### config.mk
export PLATFORM = sky130hd
export DESIGN_NAME = acpu_ctrl
export DESIGN_NICKNAME = d
export VERILOG_FILES = /design/src/rtl/acpu_pkg.sv /design/src/rtl/acpu_ctrl.sv
export SDC_FILE = /design/constraint.sdc
export NUM_CORES = 1
export LEC_CHECK = 0
export ABC_AREA = 1
export BUFFER_PORTS_ARGS = -buffer_cell sky130_fd_sc_hd__buf_2
export CAP_MARGIN = 5
export CORE_MARGIN = 1.5
export CORE_UTILIZATION = 39
export DETAILED_ROUTE_END_ITERATION = 7
export PLACE_DENSITY = 0.89
export SLEW_MARGIN = 20
export SYNTH_ARGS = -nofsm -noshare
export SYNTH_HDL_FRONTEND = slang
export SYNTH_SLANG_ARGS = --single-unit
### constraint.sdc
create_clock -name i_clk -period 1.5 [get_ports i_clk]
set_input_delay 0.3 -clock i_clk [delete_from_list [all_inputs] [get_ports i_clk]]
set_output_delay 0.3 -clock i_clk [all_outputs]
set_load 0.02 [all_outputs]
### src/rtl/acpu_pkg.sv
// Shared types and constants of the accumulator CPU step block.
// Used by the controller, the datapath and the top level.
package acpu_pkg;

    localparam logic [1:0] CMD_EXEC  = 2'd0;
    localparam logic [1:0] CMD_WRITE = 2'd1;
    localparam logic [1:0] CMD_READ  = 2'd2;

    localparam logic [2:0] ST_OK      = 3'd0;
    localparam logic [2:0] ST_HALT    = 3'd1;
    localparam logic [2:0] ST_BADOP   = 3'd2;
    localparam logic [2:0] ST_BADADDR = 3'd3;
    localparam logic [2:0] ST_DEVERR  = 3'd4;
    localparam logic [2:0] ST_DIVZERO = 3'd5;

    localparam logic [4:0] OP_NOP    = 5'd0;
    localparam logic [4:0] OP_HALT   = 5'd1;
    localparam logic [4:0] OP_LOADI  = 5'd2;
    localparam logic [4:0] OP_LOADM  = 5'd3;
    localparam logic [4:0] OP_LOADX  = 5'd4;
    localparam logic [4:0] OP_STOREM = 5'd5;
    localparam logic [4:0] OP_STOREX = 5'd6;
    localparam logic [4:0] OP_SWAPAX = 5'd7;
    localparam logic [4:0] OP_COPYXA = 5'd8;
    localparam logic [4:0] OP_INCX   = 5'd9;
    localparam logic [4:0] OP_ADD    = 5'd10;
    localparam logic [4:0] OP_SUB    = 5'd11;
    localparam logic [4:0] OP_MUL    = 5'd12;
    localparam logic [4:0] OP_DIV    = 5'd13;
    localparam logic [4:0] OP_REM    = 5'd14;
    localparam logic [4:0] OP_NEG    = 5'd15;
    localparam logic [4:0] OP_JMP    = 5'd16;
    localparam logic [4:0] OP_JZ     = 5'd17;
    localparam logic [4:0] OP_JNZ    = 5'd18;
    localparam logic [4:0] OP_JN     = 5'd19;
    localparam logic [4:0] OP_JP     = 5'd20;
    localparam logic [4:0] OP_CALL   = 5'd21;
    localparam logic [4:0] OP_RET    = 5'd22;
    localparam logic [4:0] OP_IN     = 5'd23;
    localparam logic [4:0] OP_OUT    = 5'd24;

    localparam logic [31:0] PC_RESET = 32'd100;

    // memory address select
    typedef enum logic [1:0] {
        AS_PC, AS_PC1, AS_OPND, AS_OPNDX
    } t_asel;

    // register update select
    typedef enum logic [3:0] {
        RU_NONE, RU_OPW, RU_OPND, RU_DATA, RU_ALU, RU_DIV, RU_SWAP, RU_COPY,
        RU_INCX, RU_NEG, RU_IN
    } t_rupd;

    // controller -> datapath
    typedef struct packed {
        logic        clr_out;    // clear per-step outputs
        logic        host_wr;
        logic        host_rd;
        logic        mem_rd;     // read at selected address; the datapath does not use it
        logic        mem_wr;     // write at selected address
        t_asel       asel;
        logic        wd_pc2;     // write data is PC+2 (else A)
        logic        chk;        // check selected address, raise error if bad
        t_rupd       rupd;       // register load from memory read data / ops
        logic        pc_inc1;
        logic        pc_inc2;
        logic        pc_opnd;
        logic        pc_opnd1;
        logic        pc_data;
        logic        set_err;
        logic [2:0]  err_code;
        logic        err_opnd;   // detail is operand
        logic        io_out;
        logic        io_dev;
        logic        div_start;
        logic        take_dout;  // capture read data
    } t_ctl;

    // datapath -> controller
    typedef struct packed {
        logic        addr_bad;
        logic [31:0] opw;
        logic        data_zero;
        logic        acc_zero;
        logic        acc_neg;
        logic        div_done;
        logic        err_set;
    } t_sts;

endpackage

### src/rtl/acpu_ctrl.sv
// Controller of the accumulator CPU step block: host r/w, fetch, operand, data, divide steps.
// Depends on acpu_pkg.
module acpu_ctrl (
    input  logic            i_clk,
    input  logic            i_rst_n,
    input  logic            i_start,
    input  logic [1:0]      i_cmd,
    input  logic            i_io_fail,
    input  acpu_pkg::t_sts  i_sts,
    output acpu_pkg::t_ctl  o_ctl,
    output logic            o_busy,
    output logic            o_done
);
    import acpu_pkg::*;

    localparam logic [3:0] S_IDLE  = 4'd0;
    localparam logic [3:0] S_HRD   = 4'd1;  // host read, data registered
    localparam logic [3:0] S_FETCH = 4'd2;  // opcode word ready
    localparam logic [3:0] S_DEC   = 4'd3;
    localparam logic [3:0] S_OPND  = 4'd4;  // operand word ready
    localparam logic [3:0] S_DATA  = 4'd5;  // data word ready
    localparam logic [3:0] S_DIV   = 4'd6;
    localparam logic [3:0] S_FIN   = 4'd7;
    localparam logic [3:0] S_EXEC  = 4'd8;  // operand known, do the action

    logic [3:0] r_st, n_st;
    logic       r_fail;
    logic [4:0] op;
    logic       valid_op;
    logic       cond;

    assign op = i_sts.opw[4:0];
    assign valid_op = (i_sts.opw[31:5] == 27'd0) && (op <= OP_OUT);

    always_comb begin
        unique case (op)
            OP_JZ:   cond = i_sts.acc_zero;
            OP_JNZ:  cond = !i_sts.acc_zero;
            OP_JN:   cond = i_sts.acc_neg;
            OP_JP:   cond = !i_sts.acc_neg && !i_sts.acc_zero;
            default: cond = 1'b1;
        endcase
    end

    always_comb begin
        o_ctl = '0;
        o_ctl.asel = AS_PC;
        o_ctl.rupd = RU_NONE;
        n_st = r_st;
        o_done = 1'b0;
        unique case (r_st)
            S_IDLE: begin
                if (i_start) begin
                    o_ctl.clr_out = 1'b1;
                    priority if (i_cmd == CMD_WRITE) begin
                        o_ctl.host_wr = 1'b1;
                        n_st = S_FIN;
                    end else if (i_cmd == CMD_READ) begin
                        o_ctl.host_rd = 1'b1;
                        n_st = S_HRD;
                    end else if (i_cmd == CMD_EXEC && !i_sts.err_set) begin
                        o_ctl.chk = 1'b1;
                        n_st = i_sts.addr_bad ? S_FIN : S_FETCH;
                    end else begin
                        n_st = S_FIN;
                    end
                end
            end
            S_HRD: begin
                o_ctl.take_dout = 1'b1;
                n_st = S_FIN;
            end
            S_FETCH: begin
                o_ctl.rupd = RU_OPW;
                n_st = S_DEC;
            end
            S_DEC: begin
                n_st = S_FIN;
                if (!valid_op) begin
                    o_ctl.set_err = 1'b1;
                    o_ctl.err_code = ST_BADOP;
                end else begin
                    unique case (op)
                        OP_NOP:    o_ctl.pc_inc1 = 1'b1;
                        OP_HALT: begin
                            o_ctl.set_err = 1'b1;
                            o_ctl.err_code = ST_HALT;
                        end
                        OP_SWAPAX: begin
                            o_ctl.rupd = RU_SWAP;
                            o_ctl.pc_inc1 = 1'b1;
                        end
                        OP_COPYXA: begin
                            o_ctl.rupd = RU_COPY;
                            o_ctl.pc_inc1 = 1'b1;
                        end
                        OP_INCX: begin
                            o_ctl.rupd = RU_INCX;
                            o_ctl.pc_inc1 = 1'b1;
                        end
                        OP_NEG: begin
                            o_ctl.rupd = RU_NEG;
                            o_ctl.pc_inc1 = 1'b1;
                        end
                        OP_JMP, OP_JZ, OP_JNZ, OP_JN, OP_JP: begin
                            if (!cond) begin
                                o_ctl.pc_inc2 = 1'b1;
                            end else begin
                                o_ctl.asel = AS_PC1;
                                o_ctl.chk = 1'b1;
                                if (!i_sts.addr_bad) n_st = S_OPND;
                            end
                        end
                        default: begin
                            o_ctl.asel = AS_PC1;
                            o_ctl.chk = 1'b1;
                            if (!i_sts.addr_bad) n_st = S_OPND;
                        end
                    endcase
                end
            end
            S_OPND: begin
                // keep the operand word on the read port for LOADI
                o_ctl.asel = AS_PC1;
                o_ctl.rupd = RU_OPND;
                n_st = S_EXEC;
            end
            S_EXEC: begin
                n_st = S_FIN;
                unique case (op)
                    OP_LOADI: begin
                        o_ctl.pc_inc2 = 1'b1;
                        o_ctl.rupd = RU_DATA;
                    end
                    OP_JMP, OP_JZ, OP_JNZ, OP_JN, OP_JP: o_ctl.pc_opnd = 1'b1;
                    OP_STOREM, OP_STOREX, OP_CALL: begin
                        o_ctl.asel = (op == OP_STOREX) ? AS_OPNDX : AS_OPND;
                        o_ctl.wd_pc2 = (op == OP_CALL);
                        o_ctl.chk = 1'b1;
                        if (!i_sts.addr_bad) begin
                            o_ctl.mem_wr = 1'b1;
                            if (op == OP_CALL) o_ctl.pc_opnd1 = 1'b1;
                            else o_ctl.pc_inc2 = 1'b1;
                        end
                    end
                    OP_IN, OP_OUT: begin
                        o_ctl.io_dev = 1'b1;
                        if (r_fail) begin
                            o_ctl.set_err = 1'b1;
                            o_ctl.err_code = ST_DEVERR;
                            o_ctl.err_opnd = 1'b1;
                        end else begin
                            o_ctl.pc_inc2 = 1'b1;
                            if (op == OP_IN) o_ctl.rupd = RU_IN;
                            else o_ctl.io_out = 1'b1;
                        end
                    end
                    default: begin
                        // memory operand read: LOADM, LOADX, ALU ops, DIV, REM, RET
                        o_ctl.asel = (op == OP_LOADX) ? AS_OPNDX : AS_OPND;
                        o_ctl.chk = 1'b1;
                        if (!i_sts.addr_bad) n_st = S_DATA;
                    end
                endcase
            end
            S_DATA: begin
                n_st = S_FIN;
                unique case (op)
                    OP_LOADM, OP_LOADX: begin
                        o_ctl.rupd = RU_DATA;
                        o_ctl.pc_inc2 = 1'b1;
                    end
                    OP_RET: o_ctl.pc_data = 1'b1;
                    OP_ADD, OP_SUB, OP_MUL: begin
                        o_ctl.rupd = RU_ALU;
                        o_ctl.pc_inc2 = 1'b1;
                    end
                    default: begin
                        if (i_sts.data_zero) begin
                            o_ctl.set_err = 1'b1;
                            o_ctl.err_code = ST_DIVZERO;
                            o_ctl.err_opnd = 1'b1;
                        end else begin
                            o_ctl.div_start = 1'b1;
                            n_st = S_DIV;
                        end
                    end
                endcase
            end
            S_DIV: begin
                if (i_sts.div_done) begin
                    o_ctl.rupd = RU_DIV;
                    o_ctl.pc_inc2 = 1'b1;
                    n_st = S_FIN;
                end
            end
            S_FIN: begin
                o_done = 1'b1;
                n_st = S_IDLE;
            end
            default: n_st = S_IDLE;
        endcase
    end

    always_ff @(posedge i_clk) begin
        if (!i_rst_n) begin
            r_st <= S_IDLE;
            r_fail <= 1'b0;
        end else begin
            r_st <= n_st;
            if (i_start && r_st == S_IDLE) begin
                r_fail <= i_io_fail;
            end
        end
    end

    assign o_busy = (r_st != S_IDLE);
endmodule

==> results.json, run 1 <==
{
  "outcome": "stopped before the end",
  "haltStage": "global routing (5_1_grt)",
  "stop_error": "[ERROR DPL-0038] Utilization greater than 100%, impossible to legalize",
  "grt_worst_setup_endpoint": "o_ctl[14]",
  "cts_buffers": 3,
  "gp_congestion": 0.951,
  "netlist_area_mm2": 0.00114,
  "synth_top_family_by_area": "simple AND/OR/NAND/NOR gates",
  "yosys-top-cells-count": "nand2_1, nor2_1, inv_1",
  "row_count": 19,
  "synth.area.mux_share_pct": 0,
  "synth-compound-area-share_pct": 11.4,
  "synth-warning-count": 0,
  "start_util_pct": 41.3,
  "synth-adder-area-share_pct": 0,
  "synth_most_common_cell": "nand2_1",
  "die_width_um": 57.1,
  "yosys.area.top_type_share_pct": 19.4,
  "cts-root-buf": "clkbuf_4",
  "synth_top_cell_by_area": "nand2_1",
  "ys_seq_elements": 5,
  "synth_area_leaders": "nand2_1, nor2_1, nand3_1, inv_1, dfxtp_1",
  "synth_edf_count": 0,
  "avgSynthCellArea_um2": 4.91,
  "synth-async-reset-ratio_pct": 0,
  "synth_cell_type_count": 30,
  "grt_start_max_net_pins": 15,
  "pin_count": 73,
  "synthSimpleGateAreaFrac_pct": 65.6,
  "hpwlAfterDp_um": 3600,
  "cts.sinks": 5,
  "synth_seq_area_share_pct": 8.78,
  "synth_top_flop_cell": "dfxtp_1",
  "worst-ep-kind": "top-level output",
  "ctsHtreeMaxLevel": 1,
  "numPortBuffers": 71,
  "cts_max_path_buffers": 2,
  "syn-num-nets": 276,
  "dieHeight_um": 57.1,
  "synthXorXnorAreaFrac_pct": 0,
  "syn-instance-count": 232
}
[what timing repair did]
action                                  CTS
setup buffers                            16
hold buffers                              0
gates resized for setup                 131
endpoints found under the setup margin   30
cloned                                    1
pin swaps                                19
[logic make-up after synthesis]
kind of cell / Yosys count
flops: 5
other cells: 1
buf+inv: 39
simple gates: 165
compound gates: 22
[through the flow]
stage | setup WS (ns) | cell area [µm²] | util (%) | TNS [ns] | std cells
global placement | -0.482 | 1960 | 71.1 | -7.21 | 376
CTS | -0.354 | 2540 | 92.2 | -6.02 | 396
detailed placement | -0.513 | 1960 | 71.1 | -8.01 | 376
floorplan | -0.268 | 1270 | - | -0.965 | 232
==> run 2, diff against run 1 <==
Settings changed: CORE_AREA from default to 2 2 63 65, CORE_MARGIN 1.5 to default, CORE_UTILIZATION 39 to default, DIE_AREA from default to 0 0 65 67, PLACE_DENSITY 0.89 to default, PLACE_DENSITY_LB_ADDON from default to 0.15.
Clock period 1.5 ns to 2 ns, I/O delays scaled along.
==> run 2 against run 1 <==
  * Synthesized area stayed put
  * The flow now finishes, with violations (setup timing)
  * Synthesized cell count unchanged
==> results.json, run 2 <==
{
  "outcome": "finished with violations",
  "failed_checks": "setup timing",
  "report.final.setup_viol": 3,
  "core-area_mm2": 0.00361,
  "p_switching_mw": 0.672,
  "grt_antenna_before_repair": 0,
  "synth-adder-area-share_pct": 0,
  "cap_violations": 0,
  "layout_setup_ws_ns": -0.0435,
  "fin_skew_ns": 0.00366,
  "ir_drop_v": 0.000637,
  "worstPathMaxFanout": 8,
  "numPortBuffers": 71,
  "holdWs_ns": 0.432,
  "dieHeight_um": 67,
  "comb_power_share_pct": 72.4,
  "synth_seq_area_share_pct": 8.78,
  "pwr-share-seq_pct": 14.0,
  "antenna_left": 0,
  "synth-async-reset-ratio_pct": 0,
  "crit_path_start_kind": "primary input",
  "yosys.area.top_type_share_pct": 19.4,
  "avgViaCountPerCell": 4.90,
  "cts_tree": "done",
  "p_int_mw": 0.695,
  "power_density_mw_per_mm2": 545,
  "row_count": 22,
  "total_power_mw": 1.37,
  "grt_start_max_net_pins": 19,
  "reg_top3": "r_st (4), r_fail (1)",
  "drv_slew": 0,
  "final_common_cell": "buf_4",
  "dieArea_mm2": 0.00436,
  "critical_path_arrival_ns": 1.64,
  "cts.sinks": 5,
  "synth-compound-area-share_pct": 11.4,
  "instances_no_fill": 403,
  "track_usage_pct": 21.6,
  "synth.area.mux_share_pct": 0,
  "synthXorXnorAreaFrac_pct": 0,
  "synth_most_common_cell": "nand2_1",
  "overflow": 0,
  "final_core_util_pct": 69.6,
  "pin_count": 73,
  "syn-num-nets": 276,
  "max_freq_ghz": 0.489,
  "hold_buffers": 0,
  "area_growth_pct": 120,
  "diodes": 0,
  "switching_share_pct": 49.1,
  "netlist_area_mm2": 0.00114,
  "vias": 1973,
  "drt_iter0_drc": 101,
  "post-route-drc-count": 0,
  "synth_area_leaders": "nand2_1, nor2_1, nand3_1, inv_1, dfxtp_1",
  "nFillCells": 298,
  "dpl_cell_area_mm2": 0.00184,
  "total_leakage_power_nw": 1.27,
  "hpwlAfterDp_um": 3500,
  "avgRoutedWirePerCell_um": 12.5,
  "synth-warning-count": 0,
  "drive_gt1_share_pct": 60.6,
  "fin_nets": 400,
  "period_needed_ns": 2.04,
  "p_clk_share_pct": 13.6,
  "pre_cts_ws_ns": -0.153,
  "yosys-top-cells-count": "nand2_1, nor2_1, inv_1",
  "worstSetupPathType": "in2out",
  "synth_cell_type_count": 30,
  "final_cell_mix": "buf_4, buf_2, nand2_1",
  "syn-instance-count": 232,
  "dp_cells": 386,
  "worst-endpoint-required_ns": 1.60,
  "clock_latency_ns": 0.22,
  "rsz0062_at_grt": "true",
  "final_area_mm2": 0.00251,
  "regMostFlops": "r_st",
  "ys_seq_elements": 5,
  "crit_chain": "buf_12 -> nor2_4 -> buf_4 -> nand2_1 -> a21oi_1 -> nor2_2 -> nand3_2 -> o211ai_1 -> buf_4",
  "synth_edf_count": 0,
  "routed_wl_um": 5050,
  "final_hold_viol_count": 0,
  "synth_top_family_by_area": "simple AND/OR/NAND/NOR gates",
  "grt_pass1_wl_um": 7420,
  "avgSynthCellArea_um2": 4.91,
  "worst_path_most_repeated_cell": "buf_4",
  "synth_top_cell_by_area": "nand2_1",
  "min_period_over_period_pct": 102,
  "cts-root-buf": "clkbuf_8",
  "clk_pin_slew_worst_paths_ns": 0.04,
  "first_pass_iters": 4,
  "gp_congestion": 0.871,
  "worst_setup_path_end_kind": "output pin",
  "seq_area_um2": 103,
  "grt_pass1_vias": 1811,
  "worstHoldPathType": "in2reg",
  "largest_register_ffs": 4,
  "die_width_um": 65,
  "final.setup.tns_ns": -0.0823,
  "ctsHtreeMaxLevel": 1,
  "synth_top_flop_cell": "dfxtp_1",
  "synthSimpleGateAreaFrac_pct": 65.6,
  "cts_buffers": 3,
  "cts_max_path_buffers": 2,
  "slowest_delay_ns": 0.23,
  "start_util_pct": 31.6,
  "multi_input_area_mm2": 0.00121,
  "critPathSlowestCell": "nor2_4"
}
==> run 2: timing repair <==
item / in CTS / in global routing
endpoints found under the setup margin: 14 / 16
setup buffers: 8 / 6
pin swaps: 25 / 51
gates resized for setup: 64 / 87
==> run 2: cell type report <==
class	count	share of cell area (%)
clock buffer	4	1.79
inverter	34	5.78
multi-input combinational	188	48.1
sequential	5	4.09
tap	48	2.39
timing repair buffer	124	37.8
==> run 2: per-layer routing <==
layer | global-route usage [%] | routed length, µm | vias up
li1 | - | - | 1000
met1 | 26.1 | 2000 | 884
met2 | 40.1 | 2630 | 77
met3 | 2.20 | 307 | 12
met4 | 6.12 | 111 | 0
met5 | 0 | 0 | -
==> run 2: path summary, 6_finish.rpt <==
check	start	endpoint	slack, ns	cells after the start
setup / recovery	i_sts[7]	o_ctl[20]	-0.04	9
hold / removal	i_rst_n	r_fail	0.43	3
setup reg to reg	r_st[2]	r_st[2]	0.43	9
hold reg to reg	r_fail	r_fail	0.56	2
==> run 2: worst max-delay path: cells and delay by family <==
kind | cells | cell delay (ns)
AO/OA/AOI/OAI | 2 | 0.31
buffers and inverters | 3 | 0.45
AND/OR/NAND/NOR | 4 | 0.47
==> run 2: power by group through the flow <==
stage | sequential [mW] | combinational [mW] | clock (mW)
after floorplan | 0.167 | 0.486 | 0
after global placement | 0.175 | 0.771 | 0
after detailed placement | 0.174 | 0.770 | 0
after CTS | 0.176 | 0.854 | 0.189
after global routing | 0.196 | 1.08 | 0.196
final | 0.191 | 0.990 | 0.186
==> run 2: cells by family after synthesis <==
logic type / Yosys count
and+or+nand+nor: 165
buffers and inverters: 39
AOI/OAI and AO/OA: 22
DFF: 5
other: 1
Power figures use the tool's default switching activity.
